<file path="src/rtl/core/n2i_pkg.sv">
// n2i_pkg: shared types, constants and helpers for the NV12 to I420 crop unit.
// Used by every module under rtl/core; depends on nothing else.
package n2i_pkg;

  // Register and field widths
  localparam int DimW   = 13;
  localparam int CntW   = 12;
  localparam int AddrW  = 25;
  localparam int ByteW  = 8;
  localparam int PaddrW = 4;

  // Geometry limits
  localparam logic [DimW-1:0] MaxWidth  = DimW'(4096);
  localparam logic [DimW-1:0] MaxHeight = DimW'(4096);
  localparam logic [DimW-1:0] MinDim    = DimW'(2);

  // Register reset values
  localparam logic [DimW-1:0] RstCodedW = DimW'(1920);
  localparam logic [DimW-1:0] RstCodedH = DimW'(1088);
  localparam logic [DimW-1:0] RstVisW   = DimW'(1920);
  localparam logic [DimW-1:0] RstVisH   = DimW'(1080);

  // Queue between front and back
  localparam int QDepth = 4;
  localparam int QPtrW  = $clog2(QDepth);

  // Register indexes (paddr[3:2])
  typedef enum logic [1:0] {
    REG_CODED_W = 2'd0,
    REG_CODED_H = 2'd1,
    REG_VIS_W   = 2'd2,
    REG_VIS_H   = 2'd3
  } reg_idx_t;

  // Clamped frame geometry
  typedef struct packed {
    logic [DimW-1:0] cw;
    logic [DimW-1:0] ch;
    logic [DimW-1:0] vw;
    logic [DimW-1:0] vh;
  } geom_t;

  // Classified item as it travels from front to back
  typedef struct packed {
    logic             has_byte;
    logic             chroma;
    logic             odd;
    logic [AddrW-1:0] partial;
    logic [ByteW-1:0] data;
    logic             done;
    logic             short_fr;
  } item_t;

  function automatic logic [DimW-1:0] clamp_dim(input logic [DimW-1:0] v,
                                                input logic [DimW-1:0] hi);
    logic [DimW-1:0] r;
    r = v;
    if (v < MinDim) r = MinDim;
    if (v > hi) r = hi;
    return r;
  endfunction

  function automatic logic [DimW-1:0] min_dim(input logic [DimW-1:0] a,
                                              input logic [DimW-1:0] b);
    return (a > b) ? b : a;
  endfunction

endpackage

</file>
<file path="src/rtl/core/n2i_front.sv">
// n2i_front: accepts bytes, tracks plane/row/column, classifies each byte.
// Depends on n2i_pkg.
module n2i_front (
  input  logic                   clk,
  input  logic                   rst_n,
  input  n2i_pkg::geom_t         geom,
  input  logic                   accept,
  input  logic [7:0]             in_byte,
  input  logic                   in_last,
  output logic                   q_push,
  output n2i_pkg::item_t         q_item
);
  import n2i_pkg::*;

  logic [CntW-1:0]  col_r, col_nxt, row_r, row_nxt;
  logic             chroma_r, chroma_nxt, past_r, past_nxt;
  logic [AddrW-1:0] lrb_r, lrb_nxt, crb_r, crb_nxt;

  logic [CntW-1:0]  hw, hh, full, tail;
  logic [DimW-1:0]  col_inc, row_inc;
  logic             luma_hit, chroma_hit, kept;
  logic [AddrW-1:0] partial;
  logic             past_step;

  // Classification from current position
  always_comb begin
    hw = geom.vw[DimW-1:1];
    hh = geom.vh[DimW-1:1];
    full = geom.ch[DimW-1:1];
    tail = geom.ch[0] ? geom.cw[DimW-1:1] : '0;
    luma_hit = !chroma_r && ({1'b0, row_r} < geom.vh) && ({1'b0, col_r} < geom.vw);
    chroma_hit = chroma_r && (row_r < hh) && ({1'b0, col_r} < {hw, 1'b0});
    kept = !past_r && (luma_hit || chroma_hit);
    partial = chroma_r ? crb_r + {{(AddrW-CntW+1){1'b0}}, col_r[CntW-1:1]}
                       : lrb_r + {{(AddrW-CntW){1'b0}}, col_r};
  end

  // Position update
  always_comb begin
    col_nxt = col_r;
    row_nxt = row_r;
    chroma_nxt = chroma_r;
    past_nxt = past_r;
    lrb_nxt = lrb_r;
    crb_nxt = crb_r;
    col_inc = {1'b0, col_r} + DimW'(1);
    row_inc = {1'b0, row_r} + DimW'(1);
    if (!past_r) begin
      col_nxt = col_inc[CntW-1:0];
      if (col_inc >= geom.cw) begin
        col_nxt = '0;
        row_nxt = row_inc[CntW-1:0];
        if (!chroma_r) begin
          lrb_nxt = lrb_r + {{(AddrW-DimW){1'b0}}, geom.vw};
          if (row_inc >= geom.ch) begin
            chroma_nxt = 1'b1;
            row_nxt = '0;
          end
        end else begin
          crb_nxt = crb_r + {{(AddrW-CntW){1'b0}}, hw};
        end
      end
      if (chroma_nxt && ((row_nxt > full) || ((row_nxt == full) && (col_nxt >= tail)))) begin
        past_nxt = 1'b1;
      end
    end
    // past_end after this byte, before the frame-end clear
    past_step = past_nxt;
    // Frame end: back to the start of the next frame
    if (in_last) begin
      col_nxt = '0;
      row_nxt = '0;
      chroma_nxt = 1'b0;
      past_nxt = 1'b0;
      lrb_nxt = '0;
      crb_nxt = '0;
    end
  end

  // Item handed to the queue
  always_comb begin
    q_push = accept && (kept || in_last);
    q_item.has_byte = kept;
    q_item.chroma = kept && chroma_r;
    q_item.odd = kept && chroma_r && col_r[0];
    q_item.partial = kept ? partial : '0;
    q_item.data = kept ? in_byte : '0;
    q_item.done = in_last;
    q_item.short_fr = in_last && !past_step;
  end

  always_ff @(posedge clk) begin
    if (!rst_n) begin
      col_r <= '0;
      row_r <= '0;
      chroma_r <= 1'b0;
      past_r <= 1'b0;
      lrb_r <= '0;
      crb_r <= '0;
    end else if (accept) begin
      col_r <= col_nxt;
      row_r <= row_nxt;
      chroma_r <= chroma_nxt;
      past_r <= past_nxt;
      lrb_r <= lrb_nxt;
      crb_r <= crb_nxt;
    end
  end

endmodule

</file>
<file path="src/rtl/core/n2i_queue.sv">
// n2i_queue: short queue of classified items between front and back.
// Depends on n2i_pkg.
module n2i_queue (
  input  logic           clk,
  input  logic           rst_n,
  input  logic           wr_en,
  input  n2i_pkg::item_t wr_item,
  input  logic           rd_en,
  output n2i_pkg::item_t rd_item,
  output logic           q_full,
  output logic           q_empty
);
  import n2i_pkg::*;

  item_t            mem [QDepth];
  logic [QPtrW-1:0] wp_r, wp_nxt, rp_r, rp_nxt;
  logic [QPtrW:0]   cnt_r, cnt_nxt;
  logic             do_wr, do_rd;

  // Pointer and fill count
  always_comb begin
    do_wr = wr_en && !q_full;
    do_rd = rd_en && !q_empty;
    wp_nxt = do_wr ? wp_r + QPtrW'(1) : wp_r;
    rp_nxt = do_rd ? rp_r + QPtrW'(1) : rp_r;
    cnt_nxt = cnt_r;
    if (do_wr && !do_rd) cnt_nxt = cnt_r + (QPtrW+1)'(1);
    if (do_rd && !do_wr) cnt_nxt = cnt_r - (QPtrW+1)'(1);
  end

  assign q_full  = (cnt_r == (QPtrW+1)'(QDepth));
  assign q_empty = (cnt_r == '0);
  assign rd_item = mem[rp_r];

  always_ff @(posedge clk) begin
    if (!rst_n) begin
      wp_r <= '0;
      rp_r <= '0;
      cnt_r <= '0;
    end else begin
      wp_r <= wp_nxt;
      rp_r <= rp_nxt;
      cnt_r <= cnt_nxt;
    end
  end

  // Entry storage
  always_ff @(posedge clk) begin
    if (do_wr) mem[wp_r] <= wr_item;
  end

endmodule

</file>
<file path="src/rtl/core/n2i_back.sv">
// n2i_back: forms the I420 address and holds the result register.
// Depends on n2i_pkg.
module n2i_back (
  input  logic                        clk,
  input  logic                        rst_n,
  input  n2i_pkg::geom_t              geom,
  input  logic                        q_empty,
  input  n2i_pkg::item_t              q_item,
  output logic                        q_pop,
  input  logic                        pop,
  output logic                        empty,
  output logic                        out_has_byte,
  output logic [n2i_pkg::AddrW-1:0]   out_address,
  output logic [7:0]                  out_byte,
  output logic                        out_frame_done,
  output logic                        out_short_frame
);
  import n2i_pkg::*;

  logic [AddrW-1:0] ybase_r, csize_r, addr;
  logic [2*DimW-1:0] yprod;
  logic [2*CntW-1:0] cprod;
  logic             valid_r;
  item_t            res_r;
  logic [AddrW-1:0] addr_r;

  // Plane sizes, refreshed every cycle from the geometry
  always_comb begin
    yprod = geom.vw * geom.vh;
    cprod = geom.vw[DimW-1:1] * geom.vh[DimW-1:1];
  end

  always_ff @(posedge clk) begin
    ybase_r <= yprod[AddrW-1:0];
    csize_r <= {{(AddrW-2*CntW){1'b0}}, cprod};
  end

  // Final address: row offset plus plane base
  always_comb begin
    addr = q_item.partial + (q_item.chroma ? ybase_r : '0) + (q_item.odd ? csize_r : '0);
    q_pop = !q_empty && (!valid_r || pop);
  end

  always_ff @(posedge clk) begin
    if (!rst_n) begin
      valid_r <= 1'b0;
    end else if (q_pop) begin
      valid_r <= 1'b1;
    end else if (pop) begin
      valid_r <= 1'b0;
    end
  end

  always_ff @(posedge clk) begin
    if (q_pop) begin
      res_r <= q_item;
      addr_r <= addr;
    end
  end

  assign empty           = !valid_r;
  assign out_has_byte    = res_r.has_byte;
  assign out_address     = addr_r;
  assign out_byte        = res_r.data;
  assign out_frame_done  = res_r.done;
  assign out_short_frame = res_r.short_fr;

endmodule

</file>
<file path="src/rtl/core/nv12_to_i420_crop_unit.sv">
// Channel    | Ports                                    | Transfer when
// input      | in_byte, in_last, push, full             | push && !full
// result     | out_has_byte .. out_short_frame, pop     | pop && !empty
// config     | psel, penable, pwrite, paddr, pwdata     | psel && penable && pwrite
//
// One byte per cycle in steady state while full is low; the front position counters
// update on every accepted byte. With queue and result register empty, a result passes
// through a queue entry and then the result register on its way to the output ports.
// A four-entry queue separates classification from address forming, so a stalled
// pop fills the queue before full rises. Reset (rst_n low, synchronous) clears
// position state and loads default geometry 1920x1088, visible 1920x1080.
//
// Top level: config registers, front, queue, back. Depends on n2i_pkg and the
// n2i_front, n2i_queue and n2i_back modules.
module nv12_to_i420_crop_unit (
  input  logic                         clk,
  input  logic                         rst_n,
  input  logic [7:0]                   in_byte,
  input  logic                         in_last,
  input  logic                         push,
  output logic                         full,
  output logic                         out_has_byte,
  output logic [n2i_pkg::AddrW-1:0]    out_address,
  output logic [7:0]                   out_byte,
  output logic                         out_frame_done,
  output logic                         out_short_frame,
  output logic                         empty,
  input  logic                         pop,
  input  logic                         psel,
  input  logic                         penable,
  input  logic                         pwrite,
  input  logic [n2i_pkg::PaddrW-1:0]   paddr,
  input  logic [31:0]                  pwdata,
  output logic [31:0]                  prdata,
  output logic                         pready
);
  import n2i_pkg::*;

  logic [DimW-1:0] cw_r, ch_r, vw_r, vh_r;
  logic            wr_en;
  reg_idx_t        idx;
  geom_t           geom;
  logic            accept, q_push, q_pop, q_full, q_empty;
  item_t           f_item, b_item;

  // Configuration registers
  assign pready = 1'b1;
  assign idx = reg_idx_t'(paddr[PaddrW-1:2]);
  assign wr_en = psel && penable && pwrite && pready;

  always_ff @(posedge clk) begin
    if (!rst_n) begin
      cw_r <= RstCodedW;
      ch_r <= RstCodedH;
      vw_r <= RstVisW;
      vh_r <= RstVisH;
    end else if (wr_en) begin
      unique case (idx)
        REG_CODED_W: cw_r <= pwdata[DimW-1:0];
        REG_CODED_H: ch_r <= pwdata[DimW-1:0];
        REG_VIS_W:   vw_r <= pwdata[DimW-1:0];
        REG_VIS_H:   vh_r <= pwdata[DimW-1:0];
        default: ;
      endcase
    end
  end

  always_comb begin
    unique case (idx)
      REG_CODED_W: prdata = {{(32-DimW){1'b0}}, cw_r};
      REG_CODED_H: prdata = {{(32-DimW){1'b0}}, ch_r};
      REG_VIS_W:   prdata = {{(32-DimW){1'b0}}, vw_r};
      REG_VIS_H:   prdata = {{(32-DimW){1'b0}}, vh_r};
      default:     prdata = '0;
    endcase
  end

  // Clamped geometry
  always_comb begin
    geom.cw = clamp_dim(cw_r, MaxWidth);
    geom.ch = clamp_dim(ch_r, MaxHeight);
    geom.vw = min_dim(vw_r, geom.cw);
    geom.vh = min_dim(vh_r, geom.ch);
  end

  assign full = q_full;
  assign accept = push && !q_full;

  n2i_front u_front (
    .clk     (clk),
    .rst_n   (rst_n),
    .geom    (geom),
    .accept  (accept),
    .in_byte (in_byte),
    .in_last (in_last),
    .q_push  (q_push),
    .q_item  (f_item)
  );

  n2i_queue u_queue (
    .clk     (clk),
    .rst_n   (rst_n),
    .wr_en   (q_push),
    .wr_item (f_item),
    .rd_en   (q_pop),
    .rd_item (b_item),
    .q_full  (q_full),
    .q_empty (q_empty)
  );

  n2i_back u_back (
    .clk             (clk),
    .rst_n           (rst_n),
    .geom            (geom),
    .q_empty         (q_empty),
    .q_item          (b_item),
    .q_pop           (q_pop),
    .pop             (pop),
    .empty           (empty),
    .out_has_byte    (out_has_byte),
    .out_address     (out_address),
    .out_byte        (out_byte),
    .out_frame_done  (out_frame_done),
    .out_short_frame (out_short_frame)
  );

endmodule

</file>
<file path="config.mk">
export PLATFORM = sky130hd
export DESIGN_NAME = nv12_to_i420_crop_unit
export DESIGN_NICKNAME = d
export VERILOG_FILES = /design/src/rtl/core/n2i_pkg.sv /design/src/rtl/core/n2i_front.sv /design/src/rtl/core/n2i_queue.sv /design/src/rtl/core/n2i_back.sv /design/src/rtl/core/nv12_to_i420_crop_unit.sv
export SDC_FILE = /design/constraint.sdc
export NUM_CORES = 1
export LEC_CHECK = 0
export ABC_CLOCK_PERIOD_IN_PS = 11060
export BUFFER_PORTS_ARGS = -buffer_cell sky130_fd_sc_hd__buf_2
export CAP_MARGIN = 5
export CORE_MARGIN = 2
export CORE_UTILIZATION = 50
export CTS_CLUSTER_SIZE = 10
export DETAILED_ROUTE_END_ITERATION = 10
export PLACE_DENSITY = 0.65
export SLEW_MARGIN = 10
export SYNTH_ARGS = -nofsm -noshare
export SYNTH_HDL_FRONTEND = slang
export SYNTH_SLANG_ARGS = --single-unit
</file>
<file path="constraint.sdc">
create_clock -name clk -period 11.06 [get_ports clk]
set_input_delay 2.212 -clock clk [delete_from_list [all_inputs] [get_ports clk]]
set_output_delay 2.212 -clock clk [all_outputs]
set_load 0.02 [all_outputs]
</file>
# Word-level counts from Yosys, hierarchy flattened
# Memory sizes are Yosys's and may differ from the RTL's. A register that Yosys moved wholly into a read port is not among the register bits.
# Cells that the tools add are included.
# word_totals
ff_bits,221
ramBits,152
mem_count,1
# classes
addsub,12
n_mul,2
n_lt_le_gt_ge,14
eq_ne,7
mux,48
reduce_logical,44
# mem_list
name,depth,word_bits,read_ports,rd_ports_with_merged_regs,write_ports,line,text
u_queue.mem,4,38,1,1,1,n2i_queue.sv:15,item_t mem [QDepth];
# op_table
operator,count
$mux W25,11
$mux W12,11
$pmux W32 S4,1
$mux W13,6
$add A25 B12 Y25,2
$add A25 B25 Y25,2
$lt A12 B13 Y1,3
$add A12 B1 Y13 const B,2
$ge A13 B13 Y1,2
$gt A13 B13 Y1,2
$gt A13 B13 Y1 const B,2
$lt A13 B2 Y1 const B,2
$add A25 B11 Y25,1
$add A25 B13 Y25,1
$mul A13 B13 Y25,1
$mul A12 B12 Y24,1
$mux W24,1
$logic_and A1 B1 Y1,19
$mux W1,13
$eq A12 B12 Y1,1
$ge A12 B12 Y1,1
$gt A12 B12 Y1,1
$lt A12 B12 Y1,1
$reduce_and A2 Y1,5
other kinds (16),35

# Longest topological paths before layout
# logic_depth
depth_word,16
mapped_depth,35
depth_no_buf,32

# Modules after synthesis
# A second synthesis with hierarchy kept.
# hier_totals
hier_cells,3076
area_unflattened_um2,30153.9
# by_module_without_submodules
module,n_inst,cells_per_inst,area_each_um2
n2i_back,1,1261,11817.6
n2i_front,1,1132,8715.9
n2i_queue,1,252,5993.2
nv12_to_i420_crop_unit,1,431,3627.2

# Least setup slack after synthesis
# Ideal clock, no wire load.
# synth_path
path_type,register to register
from,reg cw_r[7]
to,reg u_back.ybase_r[24]
t_arrival_ns,7.899
t_required_ns,10.937
path_slack_ns,3.038
path_stages_with_launch,34
path_buffers,3
cell_sequence,dfxtp_1 -> nor4_1 -> nand3_1 -> o21ai_0 -> buf_2 -> nand2_1 -> ha_1 -> or2_2 -> o211a_1 -> o21ai_1 -> clkbuf_1 -> nand2_1 -> o21ai_1 -> clkinv_1 -> nor2_1 -> fa_1 -> inv_1 -> fa_1 -> inv_1 -> fa_1 -> fa_1 -> inv_1 -> fa_1 -> inv_1 -> ha_1 -> clkbuf_1 -> and2_1 -> o21ai_1 -> o21ai_0 -> o41ai_1 -> o2111ai_1 -> a21oi_1 -> o21ai_1 -> xor2_1
# synth_via
elab_chain_len,6
word_cells_on_any_way,7
cone_classes,mul: 1; order compare: 3; mux: 3
# synth_lines
item,line,text
start: declaration,nv12_to_i420_crop_unit.sv:39,"logic [DimW-1:0] cw_r, ch_r, vw_r, vh_r;"
start signal: assignment,nv12_to_i420_crop_unit.sv:53,cw_r <= RstCodedW;
start signal: assignment,nv12_to_i420_crop_unit.sv:59,REG_CODED_W: cw_r <= pwdata[DimW-1:0];
$lt A13 B2 Y1,n2i_pkg.sv:58,if (v < MinDim) r = MinDim;
$mux W13,n2i_pkg.sv:58,
$mux W13 *,n2i_pkg.sv:59,if (v > hi) r = hi;
$gt A13 B13 Y1,n2i_pkg.sv:65,return (a > b) ? b : a;
$mux W13 *,n2i_pkg.sv:65,
$mul A13 B13 Y25 *,n2i_back.sv:29,yprod = geom.vw * geom.vh;
named net u_back.yprod[24],n2i_back.sv:21,logic [2*DimW-1:0] yprod;
end signal: assignment,n2i_back.sv:34,ybase_r <= yprod[AddrW-1:0];
end: declaration,n2i_back.sv:20,"logic [AddrW-1:0] ybase_r, csize_r, addr;"
# The timed path passes the listed nets; every way through them passes the cells marked *.
# A chain may end at the register's enable or synchronous reset.

# Worst setup path after layout
# layout_path
from,reg ch_r[6]
to,reg u_back.ybase_r[24]
# layout_via
elab_chain_len,6
word_cells_on_any_way,7
cone_classes,mul: 1; order compare: 3; mux: 3
# layout_lines
item,line,text
start: declaration,nv12_to_i420_crop_unit.sv:39,
start signal: assignment,nv12_to_i420_crop_unit.sv:54,ch_r <= RstCodedH;
start signal: assignment,nv12_to_i420_crop_unit.sv:60,REG_CODED_H: ch_r <= pwdata[DimW-1:0];
$lt A13 B2 Y1,n2i_pkg.sv:58,
$mux W13,n2i_pkg.sv:58,
$mux W13 *,n2i_pkg.sv:59,
$gt A13 B13 Y1,n2i_pkg.sv:65,
$mux W13 *,n2i_pkg.sv:65,
$mul A13 B13 Y25 *,n2i_back.sv:29,
named net u_back.yprod[24],n2i_back.sv:21,
# Marked as above.

==> results_dict.tcl <==
set metrics [dict create \
    status "finished clean" \
    io_pins 123 \
    dpl.hpwl_um 58400 \
    insertedDiodeCount 0 \
    timing.final.crit_share_pct 84.0 \
    yosysUniqueCellTypes 80 \
    drv_slew 0 \
    wl_per_cell_um 19.4 \
    start_util_pct 50.6 \
    synthArstFlopShare_pct 0 \
    grt_max_degree 60 \
    drc_errors 0 \
    synthTopCellsByCount "nand2_1 (378), inv_1 (376), ha_1 (294)" \
    syn-cell-area_mm2 0.0293 \
    startpoint_type "flip-flop" \
    antenna_found_initial 0 \
    clock_sink_count 375 \
    synth-edff-count 188 \
    hold_class "reg -> reg" \
    ys_dominant_reg_cell "edfxtp_1" \
    yosys_warnings 0 \
    required_ns 11.54 \
    cts_max_level 2 \
    cts.reportedPaths.clkPinSlew_ns 0.06 \
    place.gp.congestion 0.910 \
    layout.nets 3635 \
    die_h_um 246 \
    power.total_mw 6.33 \
    syn_inst 3043 \
    setup_viol 0 \
    crit_fanout 15 \
    endpoint_kind "flip-flop" \
    relSlewSlack_pct 20.8 \
    clock_latency_ns 0.61 \
    post-route-util_pct 55.0 \
    drive_gt1_share_pct 8.57 \
    synth.area.top_cells "edfxtp_1 (19%), dfxtp_1 (13%), fa_1 (13%), ha_1 (13%), nand2_1 (4.8%)" \
    synth.yosys.seq_area_share_pct 32.1 \
    p_per_area_mw_per_mm2 199 \
    tightest_slew_ns 1.18 \
    worst-path-buf-inv 7 \
    vias_per_cell 5.62 \
    crit_arrival_ns 9.77 \
    track_usage_pct 25.5 \
    rsz0062_at_grt "false" \
    grt_pass1_wl_um 120000 \
    portBuffers 81 \
    area_growth_syn_to_layout_pct 8.55 \
    critical_path_class "reg -> reg" \
    crit_family "adder cells" \
    ir_worst_vdd_v 0.000197 \
    period_needed_ns 9.29 \
    die_area_mm2 0.0605 \
    cp_slowest_cell "nor2_1" \
    die_w_um 246 \
    cts_made_buffers 45 \
    cts_resized 0 \
    ys_ff_latch 375 \
    p_leak_nw 14.4 \
    hold_viol 0 \
    syn-mean-instance-area_um2 9.62 \
    core_area_mm2 0.0578 \
    firstDrtPassIters 5 \
    grt_pass1_vias 22251 \
    fin_skew_ns 0.0196 \
    drt_wl_total_um 75900 \
    yosysMostFrequentCell "nand2_1" \
    root_buffer "clkbuf_16" \
    cts_buffer_depth 3 \
    synth_top_area_share_pct 19.3 \
    max_freq_mhz 108 \
    max_stage_delay_ns 0.92 \
    num_vias 21940 \
    yosys.area.top_type "edfxtp_1" \
    cap_violations 0 \
    cts_tree "yes" \
    cts_setup_buffers 0 \
    grt_overflow 0 \
    tns_ns 0 \
    postRouteAntennaNets 0 \
    core.rowCount 88 \
    drt_iter0_drc 1450 \
    postCtsHoldBufs 0 \
]
==> tightest hold or removal path: stages, from the launching register on <==
cell and delay (ns):
dfxtp_1 0.33, nand2_1 0.06, a21boi_1 0.05
==> routing by layer <==
metal  vias up  GRT usage (%)  part of all wire (%)
li1      10494              -                     -
met1     10643           33.6                    43
met2       652           42.1                    47
met3       151           3.74                   5.9
met4         0           10.2                   3.9
met5         -              0                     0
==> final timing paths <==
check	from	end	slack (ns)	cells after the start
max	ch_r[6]$_SDFFE_PN1P_	u_back.ybase_r[24]$_DFF_P_	1.77	29
min	u_front.lrb_r[4]$_SDFFE_PN0P_	u_front.lrb_r[4]$_SDFFE_PN0P_	0.49	2
max reg2reg	ch_r[6]$_SDFFE_PN1P_	u_back.ybase_r[24]$_DFF_P_	1.77	29
min reg2reg	u_front.lrb_r[4]$_SDFFE_PN0P_	u_front.lrb_r[4]$_SDFFE_PN0P_	0.49	2
==> where the power goes <==
| group | internal, mW | switching (mW) |
|---|---|---|
| registers | 1.81 | 0.0715 |
| logic | 1.22 | 1.85 |
| clock network | 0.786 | 0.589 |
| total | 3.81 | 2.51 |
==> flip-flops by register name, summed over array words and instances, names as in the netlist, 2 cells and up, named ones only <==
| name | count |
|---|---|
| vh_r | 13 |
| cw_r | 13 |
| u_queue.wp_r | 2 |
| u_front.row_r | 12 |
| u_back.out_address | 25 |
| ch_r | 13 |
| u_queue.cnt_r | 3 |
| u_queue.rp_r | 2 |
| u_front.crb_r | 25 |
| u_front.col_r | 12 |
| u_back.out_byte | 8 |
| u_back.ybase_r | 25 |
| u_queue.mem | 152 |
| u_back.csize_r | 24 |
| vw_r | 13 |
| u_front.lrb_r | 25 |
==> per-stage QoR <==
step | instances | area (µm²) | hold slack [ns] | setup WS (ns)
finish | 3903 | 31800 | 0.487 | 1.77
global route | 3903 | 31800 | 0.514 | 1.33
CTS | 3903 | 31800 | 0.490 | 1.85
detailed placement | 3823 | 30400 | 0.482 | 1.85
global placement | 3823 | 30400 | 0.471 | 2.05
floorplan | 3061 | 29300 | 0.452 | 3.04
==> final cells by class <==
cell class	count	area, µm²
repair buffers	107	601
inverters	394	1480
flip-flops and latches	375	9390
clock buffers	74	1260
well taps	765	957
clock inverters	6	97.6
multi-input cells	2182	18000
fillers	5066	26000
==> logic make-up after synthesis <==
logic type | count (synthesis) | synth area share, %
AOI/OAI and AO/OA | 505 | 11.5
xor gates and xnor gates | 148 | 4.43
adders and majority gates | 478 | 25.2
buffers and inverters | 504 | 6.82
DFF | 375 | 32.1
muxes | 71 | 4.66
other | 2 | 0.0257
and+or+nand+nor | 960 | 15.3
==> placed cells by master (no fill, tap or decap), drive strengths merged, types with 18 or more instances in the layout <==
| master | count |
|---|---|
| nand3 | 79 |
| edfxtp | 188 |
| buf | 107 |
| mux4 | 51 |
| o21a | 24 |
| nor2b | 47 |
| nand4 | 22 |
| ha | 294 |
| and3 | 43 |
| xnor2 | 87 |
| clkbuf | 74 |
| or3 | 22 |
| conb | 20 |
| nor3 | 37 |
| and2 | 45 |
| a21o | 57 |
| xor2 | 61 |
| clkinv | 18 |
| o21ai | 99 |
| fa | 184 |
| a21boi | 57 |
| inv | 381 |
| nand2 | 378 |
| dfxtp | 187 |
| nor2 | 216 |
| a211oi | 26 |
| a21oi | 126 |
(Power assumes the default switching activity.)
